File: src/hdl/forecast_error_metrics_core_defines.svh
// assertion helpers shared by the rtl
`ifndef FORECAST_ERROR_METRICS_CORE_DEFINES_SVH
`define FORECAST_ERROR_METRICS_CORE_DEFINES_SVH

// same-cycle implication
`define FEM_ASSERT_NOW(lbl, clk, rstn, ante, cons, msg) \
  lbl: assert property (@(posedge clk) disable iff (!rstn) (ante) |-> (cons)) else $error(msg);

// next-cycle implication
`define FEM_ASSERT_NEXT(lbl, clk, rstn, ante, cons, msg) \
  lbl: assert property (@(posedge clk) disable iff (!rstn) (ante) |=> (cons)) else $error(msg);

`endif

File: src/hdl/fem_pkg.sv
`timescale 1ns / 1ps
package fem_pkg;

  localparam int unsigned DivNumW = 64;
  localparam int unsigned DivDenW = 32;
  localparam int unsigned SqrtInW = 64;
  localparam int unsigned SqrtOutW = 32;

  // request to the shared divider
  typedef struct packed {
    logic               start;
    logic [DivNumW-1:0] dividend;
    logic [DivDenW-1:0] divisor;
  } div_req_t;

  // request to the square root unit
  typedef struct packed {
    logic               start;
    logic [SqrtInW-1:0] radicand;
  } sqrt_req_t;

endpackage

File: src/hdl/fem_div.sv
`timescale 1ns / 1ps
// restoring divider, one quotient bit per cycle
module fem_div (
  input  logic                            clk_i,
  input  logic                            rst_ni,
  input  fem_pkg::div_req_t               req_i,
  output logic                            done_o,
  output logic [fem_pkg::DivNumW-1:0]     quotient_o
);

  localparam int unsigned CntW = $clog2(fem_pkg::DivNumW + 1);

  logic                          busy_q, busy_d;
  logic                          done_q, done_d;
  logic [CntW-1:0]               cnt_q, cnt_d;
  logic [fem_pkg::DivDenW-1:0]   rem_q, rem_d;
  logic [fem_pkg::DivNumW-1:0]   quo_q, quo_d;
  logic [fem_pkg::DivDenW-1:0]   den_q, den_d;
  logic [fem_pkg::DivDenW:0]     trial;
  logic [fem_pkg::DivDenW:0]     diff;
  logic                          ge;

  // one compare and subtract step
  always_comb begin
    trial = {rem_q, quo_q[fem_pkg::DivNumW-1]};
    diff  = trial - {1'b0, den_q};
    ge    = (trial >= {1'b0, den_q});
  end

  // sequencing of the iterations
  always_comb begin
    busy_d = busy_q;
    done_d = 1'b0;
    cnt_d  = cnt_q;
    rem_d  = rem_q;
    quo_d  = quo_q;
    den_d  = den_q;
    if (req_i.start) begin
      busy_d = 1'b1;
      cnt_d  = CntW'(fem_pkg::DivNumW);
      rem_d  = '0;
      quo_d  = req_i.dividend;
      den_d  = req_i.divisor;
    end else if (busy_q) begin
      rem_d = ge ? diff[fem_pkg::DivDenW-1:0] : trial[fem_pkg::DivDenW-1:0];
      quo_d = {quo_q[fem_pkg::DivNumW-2:0], ge};
      cnt_d = cnt_q - CntW'(1);
      if (cnt_q == CntW'(1)) begin
        busy_d = 1'b0;
        done_d = 1'b1;
      end
    end
  end

  always_ff @(posedge clk_i or negedge rst_ni) begin
    if (!rst_ni) begin
      busy_q <= 1'b0;
      done_q <= 1'b0;
      cnt_q  <= '0;
    end else begin
      busy_q <= busy_d;
      done_q <= done_d;
      cnt_q  <= cnt_d;
    end
  end

  always_ff @(posedge clk_i) begin
    rem_q <= rem_d;
    quo_q <= quo_d;
    den_q <= den_d;
  end

  assign done_o     = done_q;
  assign quotient_o = quo_q;

endmodule

File: src/hdl/fem_sqrt.sv
`timescale 1ns / 1ps
// digit-by-digit integer square root, two radicand bits per cycle
module fem_sqrt (
  input  logic                             clk_i,
  input  logic                             rst_ni,
  input  fem_pkg::sqrt_req_t               req_i,
  output logic                             done_o,
  output logic [fem_pkg::SqrtOutW-1:0]     root_o
);

  localparam int unsigned CntW = $clog2(fem_pkg::SqrtOutW + 1);
  localparam int unsigned RemW = fem_pkg::SqrtOutW + 3;

  logic                            busy_q, busy_d;
  logic                            done_q, done_d;
  logic [CntW-1:0]                 cnt_q, cnt_d;
  logic [fem_pkg::SqrtInW-1:0]     x_q, x_d;
  logic [RemW-1:0]                 rem_q, rem_d;
  logic [fem_pkg::SqrtOutW-1:0]    root_q, root_d;
  logic [RemW-1:0]                 shifted;
  logic [RemW-1:0]                 trial;
  logic                            ge;

  // trial subtract of the next root bit
  always_comb begin
    shifted = {rem_q[RemW-3:0], x_q[fem_pkg::SqrtInW-1 -: 2]};
    trial   = {1'b0, root_q, 2'b01};
    ge      = (shifted >= trial);
  end

  always_comb begin
    busy_d = busy_q;
    done_d = 1'b0;
    cnt_d  = cnt_q;
    x_d    = x_q;
    rem_d  = rem_q;
    root_d = root_q;
    if (req_i.start) begin
      busy_d = 1'b1;
      cnt_d  = CntW'(fem_pkg::SqrtOutW);
      x_d    = req_i.radicand;
      rem_d  = '0;
      root_d = '0;
    end else if (busy_q) begin
      x_d    = {x_q[fem_pkg::SqrtInW-3:0], 2'b00};
      rem_d  = ge ? (shifted - trial) : shifted;
      root_d = {root_q[fem_pkg::SqrtOutW-2:0], ge};
      cnt_d  = cnt_q - CntW'(1);
      if (cnt_q == CntW'(1)) begin
        busy_d = 1'b0;
        done_d = 1'b1;
      end
    end
  end

  always_ff @(posedge clk_i or negedge rst_ni) begin
    if (!rst_ni) begin
      busy_q <= 1'b0;
      done_q <= 1'b0;
      cnt_q  <= '0;
    end else begin
      busy_q <= busy_d;
      done_q <= done_d;
      cnt_q  <= cnt_d;
    end
  end

  always_ff @(posedge clk_i) begin
    x_q    <= x_d;
    rem_q  <= rem_d;
    root_q <= root_d;
  end

  assign done_o = done_q;
  assign root_o = root_q;

endmodule

File: src/hdl/forecast_error_metrics_core.sv
// a pair is accepted in S_IDLE, accumulated in S_ACC and S_SQ, and one with nonzero actual
// waits in S_RDIV for one 64-step division. A final pair then runs the mean-square division,
// the 32-step root (skipped if the mean square saturates), the mean-absolute division and, if
// any actual was nonzero, the percent division. One pair at a time; one shared divider.
// reset: rst_ni low clears the sequencer, all accumulators and the output valid
`timescale 1ns / 1ps
`include "forecast_error_metrics_core_defines.svh"
module forecast_error_metrics_core #(
  parameter int unsigned MAX_SERIES = 65536
) (
  input  logic          clk_i,
  input  logic          rst_ni,
  input  logic          s_axis_tvalid,
  output logic          s_axis_tready,
  // [31:0] actual_value, [63:32] predicted_value
  input  logic [63:0]   s_axis_tdata,
  input  logic          s_axis_tlast,
  output logic          m_axis_tvalid,
  input  logic          m_axis_tready,
  // [31:0] root_mean_square, [63:32] mean_absolute, [95:64] mean_percent,
  // [112:96] samples_seen, [119:113] zero
  output logic [119:0]  m_axis_tdata
);

  localparam logic [3:0] S_IDLE = 4'd0;
  localparam logic [3:0] S_ACC  = 4'd1;
  localparam logic [3:0] S_SQ   = 4'd2;
  localparam logic [3:0] S_RDIV = 4'd3;
  localparam logic [3:0] S_MSE  = 4'd4;
  localparam logic [3:0] S_SQRT = 4'd5;
  localparam logic [3:0] S_MAE  = 4'd6;
  localparam logic [3:0] S_MAPE = 4'd7;
  localparam logic [3:0] S_EMIT = 4'd8;

  localparam logic [16:0] MaxCnt = 17'(MAX_SERIES);

  logic [3:0]  state_q, state_d;
  logic        last_q, last_d;
  logic        nzact_q, nzact_d;
  logic [31:0] ae_q, ae_d;
  logic [31:0] aa_q, aa_d;
  logic [63:0] prod_q, prod_d;
  logic [63:0] sq_sum_q, sq_sum_d;
  logic [47:0] abs_sum_q, abs_sum_d;
  logic [47:0] ratio_sum_q, ratio_sum_d;
  logic [16:0] pair_cnt_q, pair_cnt_d;
  logic [16:0] nz_cnt_q, nz_cnt_d;
  logic [31:0] rmse_q, rmse_d;
  logic [31:0] mae_q, mae_d;
  logic [31:0] mape_q, mape_d;
  logic        out_valid_q, out_valid_d;
  logic [119:0] out_data_q, out_data_d;

  fem_pkg::div_req_t  div_req_q, div_req_d;
  fem_pkg::sqrt_req_t sqrt_req_q, sqrt_req_d;
  logic               div_done;
  logic [63:0]        div_quo;
  logic               sqrt_done;
  logic [31:0]        sqrt_root;

  logic signed [32:0] err;
  logic signed [32:0] act;
  logic [32:0]        err_abs;
  logic [32:0]        act_abs;
  logic [64:0]        sq_add;
  logic [48:0]        abs_add;
  logic [48:0]        ratio_add;
  logic [31:0]        ratio_sat;
  logic [54:0]        ratio_x100;
  logic               emit_fire;

  fem_div u_div (
    .clk_i      (clk_i),
    .rst_ni     (rst_ni),
    .req_i      (div_req_q),
    .done_o     (div_done),
    .quotient_o (div_quo)
  );

  fem_sqrt u_sqrt (
    .clk_i  (clk_i),
    .rst_ni (rst_ni),
    .req_i  (sqrt_req_q),
    .done_o (sqrt_done),
    .root_o (sqrt_root)
  );

  // error and magnitudes of the incoming pair
  always_comb begin
    act     = {s_axis_tdata[31], s_axis_tdata[31:0]};
    err     = act - {s_axis_tdata[63], s_axis_tdata[63:32]};
    err_abs = err[32] ? 33'(-err) : 33'(err);
    act_abs = act[32] ? 33'(-act) : 33'(act);
  end

  // saturating accumulator adds
  always_comb begin
    sq_add     = {1'b0, sq_sum_q} + {17'd0, prod_q[63:16]};
    abs_add    = {1'b0, abs_sum_q} + {17'd0, ae_q};
    ratio_sat  = (div_quo[63:32] != '0) ? '1 : div_quo[31:0];
    ratio_add  = {1'b0, ratio_sum_q} + {17'd0, ratio_sat};
    ratio_x100 = ({7'd0, ratio_sum_q} << 6) + ({7'd0, ratio_sum_q} << 5)
               + ({7'd0, ratio_sum_q} << 2);
  end

  assign emit_fire = (state_q == S_EMIT) && (!out_valid_q || m_axis_tready);

  // sequencer
  always_comb begin
    state_d     = state_q;
    last_d      = last_q;
    nzact_d     = nzact_q;
    ae_d        = ae_q;
    aa_d        = aa_q;
    prod_d      = prod_q;
    sq_sum_d    = sq_sum_q;
    abs_sum_d   = abs_sum_q;
    ratio_sum_d = ratio_sum_q;
    pair_cnt_d  = pair_cnt_q;
    nz_cnt_d    = nz_cnt_q;
    rmse_d      = rmse_q;
    mae_d       = mae_q;
    mape_d      = mape_q;
    out_valid_d = out_valid_q && !m_axis_tready;
    out_data_d  = out_data_q;
    div_req_d   = '0;
    sqrt_req_d  = '0;

    unique case (state_q)
      S_IDLE: begin
        if (s_axis_tvalid) begin
          last_d  = s_axis_tlast;
          nzact_d = (s_axis_tdata[31:0] != '0);
          ae_d    = err_abs[31:0];
          aa_d    = act_abs[31:0];
          state_d = S_ACC;
        end
      end
      S_ACC: begin
        if (pair_cnt_q < MaxCnt) begin
          prod_d     = ae_q * ae_q;
          abs_sum_d  = abs_add[48] ? '1 : abs_add[47:0];
          pair_cnt_d = pair_cnt_q + 17'd1;
          state_d    = S_SQ;
        end else if (last_q) begin
          div_req_d = '{start: 1'b1, dividend: sq_sum_q, divisor: {15'd0, pair_cnt_q}};
          state_d   = S_MSE;
        end else begin
          state_d = S_IDLE;
        end
      end
      S_SQ: begin
        sq_sum_d = sq_add[64] ? '1 : sq_add[63:0];
        if (nzact_q) begin
          div_req_d = '{start: 1'b1, dividend: {16'd0, ae_q, 16'd0}, divisor: aa_q};
          state_d   = S_RDIV;
        end else if (last_q) begin
          div_req_d = '{start: 1'b1,
                        dividend: (sq_add[64] ? '1 : sq_add[63:0]),
                        divisor: {15'd0, pair_cnt_q}};
          state_d   = S_MSE;
        end else begin
          state_d = S_IDLE;
        end
      end
      S_RDIV: begin
        if (div_done) begin
          ratio_sum_d = ratio_add[48] ? '1 : ratio_add[47:0];
          nz_cnt_d    = nz_cnt_q + 17'd1;
          if (last_q) begin
            div_req_d = '{start: 1'b1, dividend: sq_sum_q, divisor: {15'd0, pair_cnt_q}};
            state_d   = S_MSE;
          end else begin
            state_d = S_IDLE;
          end
        end
      end
      S_MSE: begin
        if (div_done) begin
          if (div_quo[63:48] != '0) begin
            rmse_d    = '1;
            div_req_d = '{start: 1'b1, dividend: {16'd0, abs_sum_q},
                          divisor: {15'd0, pair_cnt_q}};
            state_d   = S_MAE;
          end else begin
            sqrt_req_d = '{start: 1'b1, radicand: {div_quo[47:0], 16'd0}};
            state_d    = S_SQRT;
          end
        end
      end
      S_SQRT: begin
        if (sqrt_done) begin
          rmse_d    = sqrt_root;
          div_req_d = '{start: 1'b1, dividend: {16'd0, abs_sum_q},
                        divisor: {15'd0, pair_cnt_q}};
          state_d   = S_MAE;
        end
      end
      S_MAE: begin
        if (div_done) begin
          mae_d = (div_quo[63:32] != '0) ? '1 : div_quo[31:0];
          if (nz_cnt_q != '0) begin
            div_req_d = '{start: 1'b1, dividend: {9'd0, ratio_x100},
                          divisor: {15'd0, nz_cnt_q}};
            state_d   = S_MAPE;
          end else begin
            mape_d  = '0;
            state_d = S_EMIT;
          end
        end
      end
      S_MAPE: begin
        if (div_done) begin
          mape_d  = (div_quo[63:32] != '0) ? '1 : div_quo[31:0];
          state_d = S_EMIT;
        end
      end
      S_EMIT: begin
        // result register frees up, load and clear the series
        if (emit_fire) begin
          out_valid_d = 1'b1;
          out_data_d  = {7'd0, pair_cnt_q, mape_q, mae_q, rmse_q};
          sq_sum_d    = '0;
          abs_sum_d   = '0;
          ratio_sum_d = '0;
          pair_cnt_d  = '0;
          nz_cnt_d    = '0;
          state_d     = S_IDLE;
        end
      end
      default: state_d = S_IDLE;
    endcase
  end

  always_ff @(posedge clk_i or negedge rst_ni) begin
    if (!rst_ni) begin
      state_q     <= S_IDLE;
      sq_sum_q    <= '0;
      abs_sum_q   <= '0;
      ratio_sum_q <= '0;
      pair_cnt_q  <= '0;
      nz_cnt_q    <= '0;
      out_valid_q <= 1'b0;
      div_req_q   <= '0;
      sqrt_req_q  <= '0;
    end else begin
      state_q     <= state_d;
      sq_sum_q    <= sq_sum_d;
      abs_sum_q   <= abs_sum_d;
      ratio_sum_q <= ratio_sum_d;
      pair_cnt_q  <= pair_cnt_d;
      nz_cnt_q    <= nz_cnt_d;
      out_valid_q <= out_valid_d;
      div_req_q   <= div_req_d;
      sqrt_req_q  <= sqrt_req_d;
    end
  end

  // payload registers
  always_ff @(posedge clk_i) begin
    last_q     <= last_d;
    nzact_q    <= nzact_d;
    ae_q       <= ae_d;
    aa_q       <= aa_d;
    prod_q     <= prod_d;
    rmse_q     <= rmse_d;
    mae_q      <= mae_d;
    mape_q     <= mape_d;
    out_data_q <= out_data_d;
  end

  assign s_axis_tready = (state_q == S_IDLE);
  assign m_axis_tvalid = out_valid_q;
  assign m_axis_tdata  = out_data_q;

  // checks
  `FEM_ASSERT_NOW(a_div_done_waiting, clk_i, rst_ni, div_done, (state_q == S_RDIV || state_q == S_MSE || state_q == S_MAE || state_q == S_MAPE), "divider finished outside a wait state")
  `FEM_ASSERT_NOW(a_sqrt_done_waiting, clk_i, rst_ni, sqrt_done, (state_q == S_SQRT), "root finished outside its wait state")
  `FEM_ASSERT_NEXT(a_emit_clears, clk_i, rst_ni, emit_fire, (pair_cnt_q == '0 && m_axis_tvalid), "series not cleared after result")
  `FEM_ASSERT_NOW(a_count_bound, clk_i, rst_ni, 1'b1, (nz_cnt_q <= pair_cnt_q), "nonzero count above pair count")

endmodule
File: config.mk
export PLATFORM = sky130hd
export DESIGN_NAME = forecast_error_metrics_core
export DESIGN_NICKNAME = d
export VERILOG_FILES = /design/src/hdl/fem_pkg.sv /design/src/hdl/fem_div.sv /design/src/hdl/fem_sqrt.sv /design/src/hdl/forecast_error_metrics_core.sv
export VERILOG_INCLUDE_DIRS = /design/src /design/src/hdl
export SDC_FILE = /design/constraint.sdc
export NUM_CORES = 2
export LEC_CHECK = 0
export CORE_UTILIZATION = 40
export CTS_CLUSTER_SIZE = 28
export DETAILED_ROUTE_END_ITERATION = 8
export DONT_BUFFER_PORTS = 1
export PLACE_DENSITY = 0.56
export SLEW_MARGIN = 20
export SYNTH_ARGS = -nofsm -noshare
export SYNTH_HDL_FRONTEND = slang
export SYNTH_SLANG_ARGS = --single-unit
File: constraint.sdc
create_clock -name clk_i -period 7.8 [get_ports clk_i]
set_clock_uncertainty 0.05 [all_clocks]
set_input_delay 0.78 -clock clk_i [delete_from_list [all_inputs] [get_ports clk_i]]
set_output_delay 0.78 -clock clk_i [all_outputs]
set_load 0.05 [all_outputs]
==> impl_metrics.ini <==
[worst_setup_path]
critPathArrivalTime_ns = 8.21
startpoint_type = flip-flop
cp-end-kind = flip-flop
max_stage_delay_ns = 0.59
path_common_cell = buf_4
rrSetupSlack_ns = 0.03
rr_worst_depth = 33
path_max_fanout = 6
cp_slowest_cell = fa_2
timing.rr.end = prod_q[45]$_DFFE_PP_
crit_type = reg -> reg
rr_startpoint = ae_q[19]$_DFFE_PP_
worstPathRequired_ns = 8.24

[run_status]
status = complete, no violations

[final_layout]
final_cell_count_no_fill = 10955
area_growth_pct = 13.0
drive_above_1_share_pct = 11.8
nets = 9710

[job]
drv_cap = 0

[synthesis]
ys_types = 84
syn_area_sq_mm = 0.0801
synth-main-ff-cell = edfxtp_1
synthTopCellsByCount = inv_1 (1,196), fa_1 (839), ha_1 (577)
synth.top_cell.area_share_pct = 21.0
yosys.area.top_type = fa_1
synth_edf_count = 467
synth_seq_area_share_pct = 31.2
synthCells = 7996
async_flop_share_pct = 39.1
yosysMostFrequentCell = inv_1
syn_avg_cell_area_sq_um = 10.0
yosysWarnings = 0
synth-seq-cells = 926
synthTopCellsByArea = fa_1 (21%), edfxtp_1 (18%), dfrtp_1 (11%)

[detailed_routing]
ant_nets = 0
wl_per_cell_um = 20.8
vias_per_cell = 5.37
vias = 58823
drcViolationCount = 0
drtIter0Drc = 4352
routed_wl_um = 228000
drtPass1Iterations = 7

[die]
die_width_um = 449
die_h_um = 449
core_area_sq_mm = 0.198
ios = 191
die-area_sq_mm = 0.202
start_util_pct = 40.4
rows = 163

[sta]
drv_slew = 0
finalSetupViolations = 0
max_freq_ghz = 0.129
period_needed_ns = 7.77
rsz0062_at_grt = yes
finalCritPeriodShare_pct = 99.6
worst_pin_slew_ns = 1.07
final_hold_viol_count = 0
slew_headroom_pct = 28.1
holdWs_ns = 0.0957

[clock_tree]
clockRootBuffer = clkbuf_16
tritoncts = done
cts_max_path_buffers = 3
clock-sinks = 926
h-tree-depth = 3
cts_buffers = 100
clkLatencyLatePin_ns = 0.76
path_clk_slew_ns = 0.06

[global_routing]
grt_pass1_wl_um = 360000
grtUsageTotal_pct = 22.7
grt_pass1_vias = 61391
grt_max_degree = 363
antenna_found_initial = 15
grt-ovfl-total = 0

[min_path]
hold_class = in -> reg
worstHoldStart = s_axis_tlast
hold_depth = 0
whs_endpoint = last_q$_DFFE_PP_

[placed_design]
dp_hpwl_um = 180000
portBuffers = 0
gp_congestion = 0.929
placed_cells = 10726
what timing repair did:
item / in CTS / in global routing
endpoints found under the setup margin: 17 / 28
resized for setup: 49 / 159
pin swaps: 26 / 71
cloned: 0 / 3
hold endpoints to repair: 362 / 83
setup buffers: 13 / 18
worst max-delay path by stage:
stage,from,end,slack (ns),cells after the start
CTS,ae_q[4]$_DFFE_PP_,prod_q[63]$_DFFE_PP_,-0.02,27
global placement,ae_q[10]$_DFFE_PP_,prod_q[63]$_DFFE_PP_,-0.11,28
finish,ae_q[19]$_DFFE_PP_,prod_q[45]$_DFFE_PP_,0.03,33
detailed placement,ae_q[13]$_DFFE_PP_,prod_q[63]$_DFFE_PP_,-0.20,29
floorplan,ae_q[14]$_DFFE_PP_,prod_q[63]$_DFFE_PP_,0.009,27
global route,ae_q[3]$_DFFE_PP_,prod_q[50]$_DFFE_PP_,-0.24,27
flip-flops by register name (all words and copies together), names as in the netlist, 32 cells and up:
register	flops
u_div.rem_q	32
div_req_q	97
mape_q	32
m_axis_tdata	113
u_sqrt.root_o	32
rmse_q	32
mae_q	32
u_sqrt.x_q	48
aa_q	32
ratio_sum_q	48
u_div.quotient_o	64
prod_q	48
sqrt_req_q	49
u_div.den_q	32
sq_sum_q	64
abs_sum_q	48
u_sqrt.rem_q	33
ae_q	32
placed cells by master, fill, tap and decap left out, types with 30 or more instances in the layout:
master | Yosys | routed
inv_1 | 1196 | 1177
fa_1 | 839 | 806
nand2_1 | 573 | 563
ha_1 | 577 | 559
edfxtp_1 | 467 | 467
nor2_1 | 475 | 453
a21oi_1 | 440 | 426
buf_4 | 7 | 412
dfrtp_1 | 362 | 358
and2_1 | 300 | 285
o21ai_0 | 292 | 283
xnor2_1 | 243 | 240
a21o_1 | 179 | 179
xor2_1 | 153 | 151
nand3_1 | 149 | 146
mux2_2 | 113 | 113
a211oi_1 | 108 | 104
clkbuf_16 | 0 | 104
dfxtp_1 | 97 | 97
mux2i_1 | 82 | 82
nand4_1 | 77 | 77
a31oi_1 | 77 | 75
nor2b_1 | 72 | 72
and3_1 | 71 | 71
nor3_1 | 66 | 63
a222oi_1 | 61 | 61
or3_1 | 53 | 53
o21bai_1 | 55 | 52
o21a_1 | 45 | 45
nand2b_1 | 40 | 40
fa_2 | 0 | 33
o221ai_1 | 32 | 30
metrics by stage:
step	TNS [ns]	area [sq um]	utilization [%]	worst slack [ns]
after CTS	-0.0308	89500	45.2	-0.0232
after detailed placement	-1.82	85700	43.3	-0.199
after floorplan	0	80100	-	0.00929
after global routing	-2.33	90500	45.7	-0.239
after global placement	-0.534	85700	43.3	-0.112
final	0	90500	45.7	0.0328
per-layer routing:
layer / GRT usage, % / vias to the layer above / part of all wire [%]
met5: 0 / - / 0.0048
li1: - / 27447 / -
met3: 2.14 / 307 / 4.7
met4: 6.43 / 2 / 2.7
met2: 38.5 / 1396 / 48
met1: 30.8 / 29671 / 44
layout make-up:
class	instances	area, sq um
Fill cell	18580	108000
Multi-Input combinational cell	5529	50100
Sequential cell	926	25000
Inverter	1200	4530
Timing Repair Buffer	468	4020
Tap cell	2640	3300
Clock buffer	116	2660
Clock inverter	74	890
Antenna cell	2	5.00
kinds of logic (layout without fill, tap and decap cells):
kind of cell	count (synthesis)	in the layout	synth area share [%]
AOI/OAI and AO/OA	1522	1522	12.4
xor gates and xnor gates	396	396	4.33
adders and majority gates	1416	1416	30.0
buffers and inverters	1547	1858	7.31
DFF	926	926	31.2
muxes	195	195	2.61
other	1	9	0.00468
and+or+nand+nor	1993	1993	12.1
worst max-delay path, delay by kind of cell (launching register included):
kind	cells	cell delay, ns
AND/OR/NAND/NOR	1	0.08
AO/OA/AOI/OAI	6	0.82
adder cells (fa/ha/maj)	9	4.31
flip-flops	1	0.41
XOR/XNOR	1	0.17
buffers and inverters	16	1.70
Power is left out: the tool's default activity adds up to more than one toggle a clock period on the data nets, which glitch-free logic cannot reach.
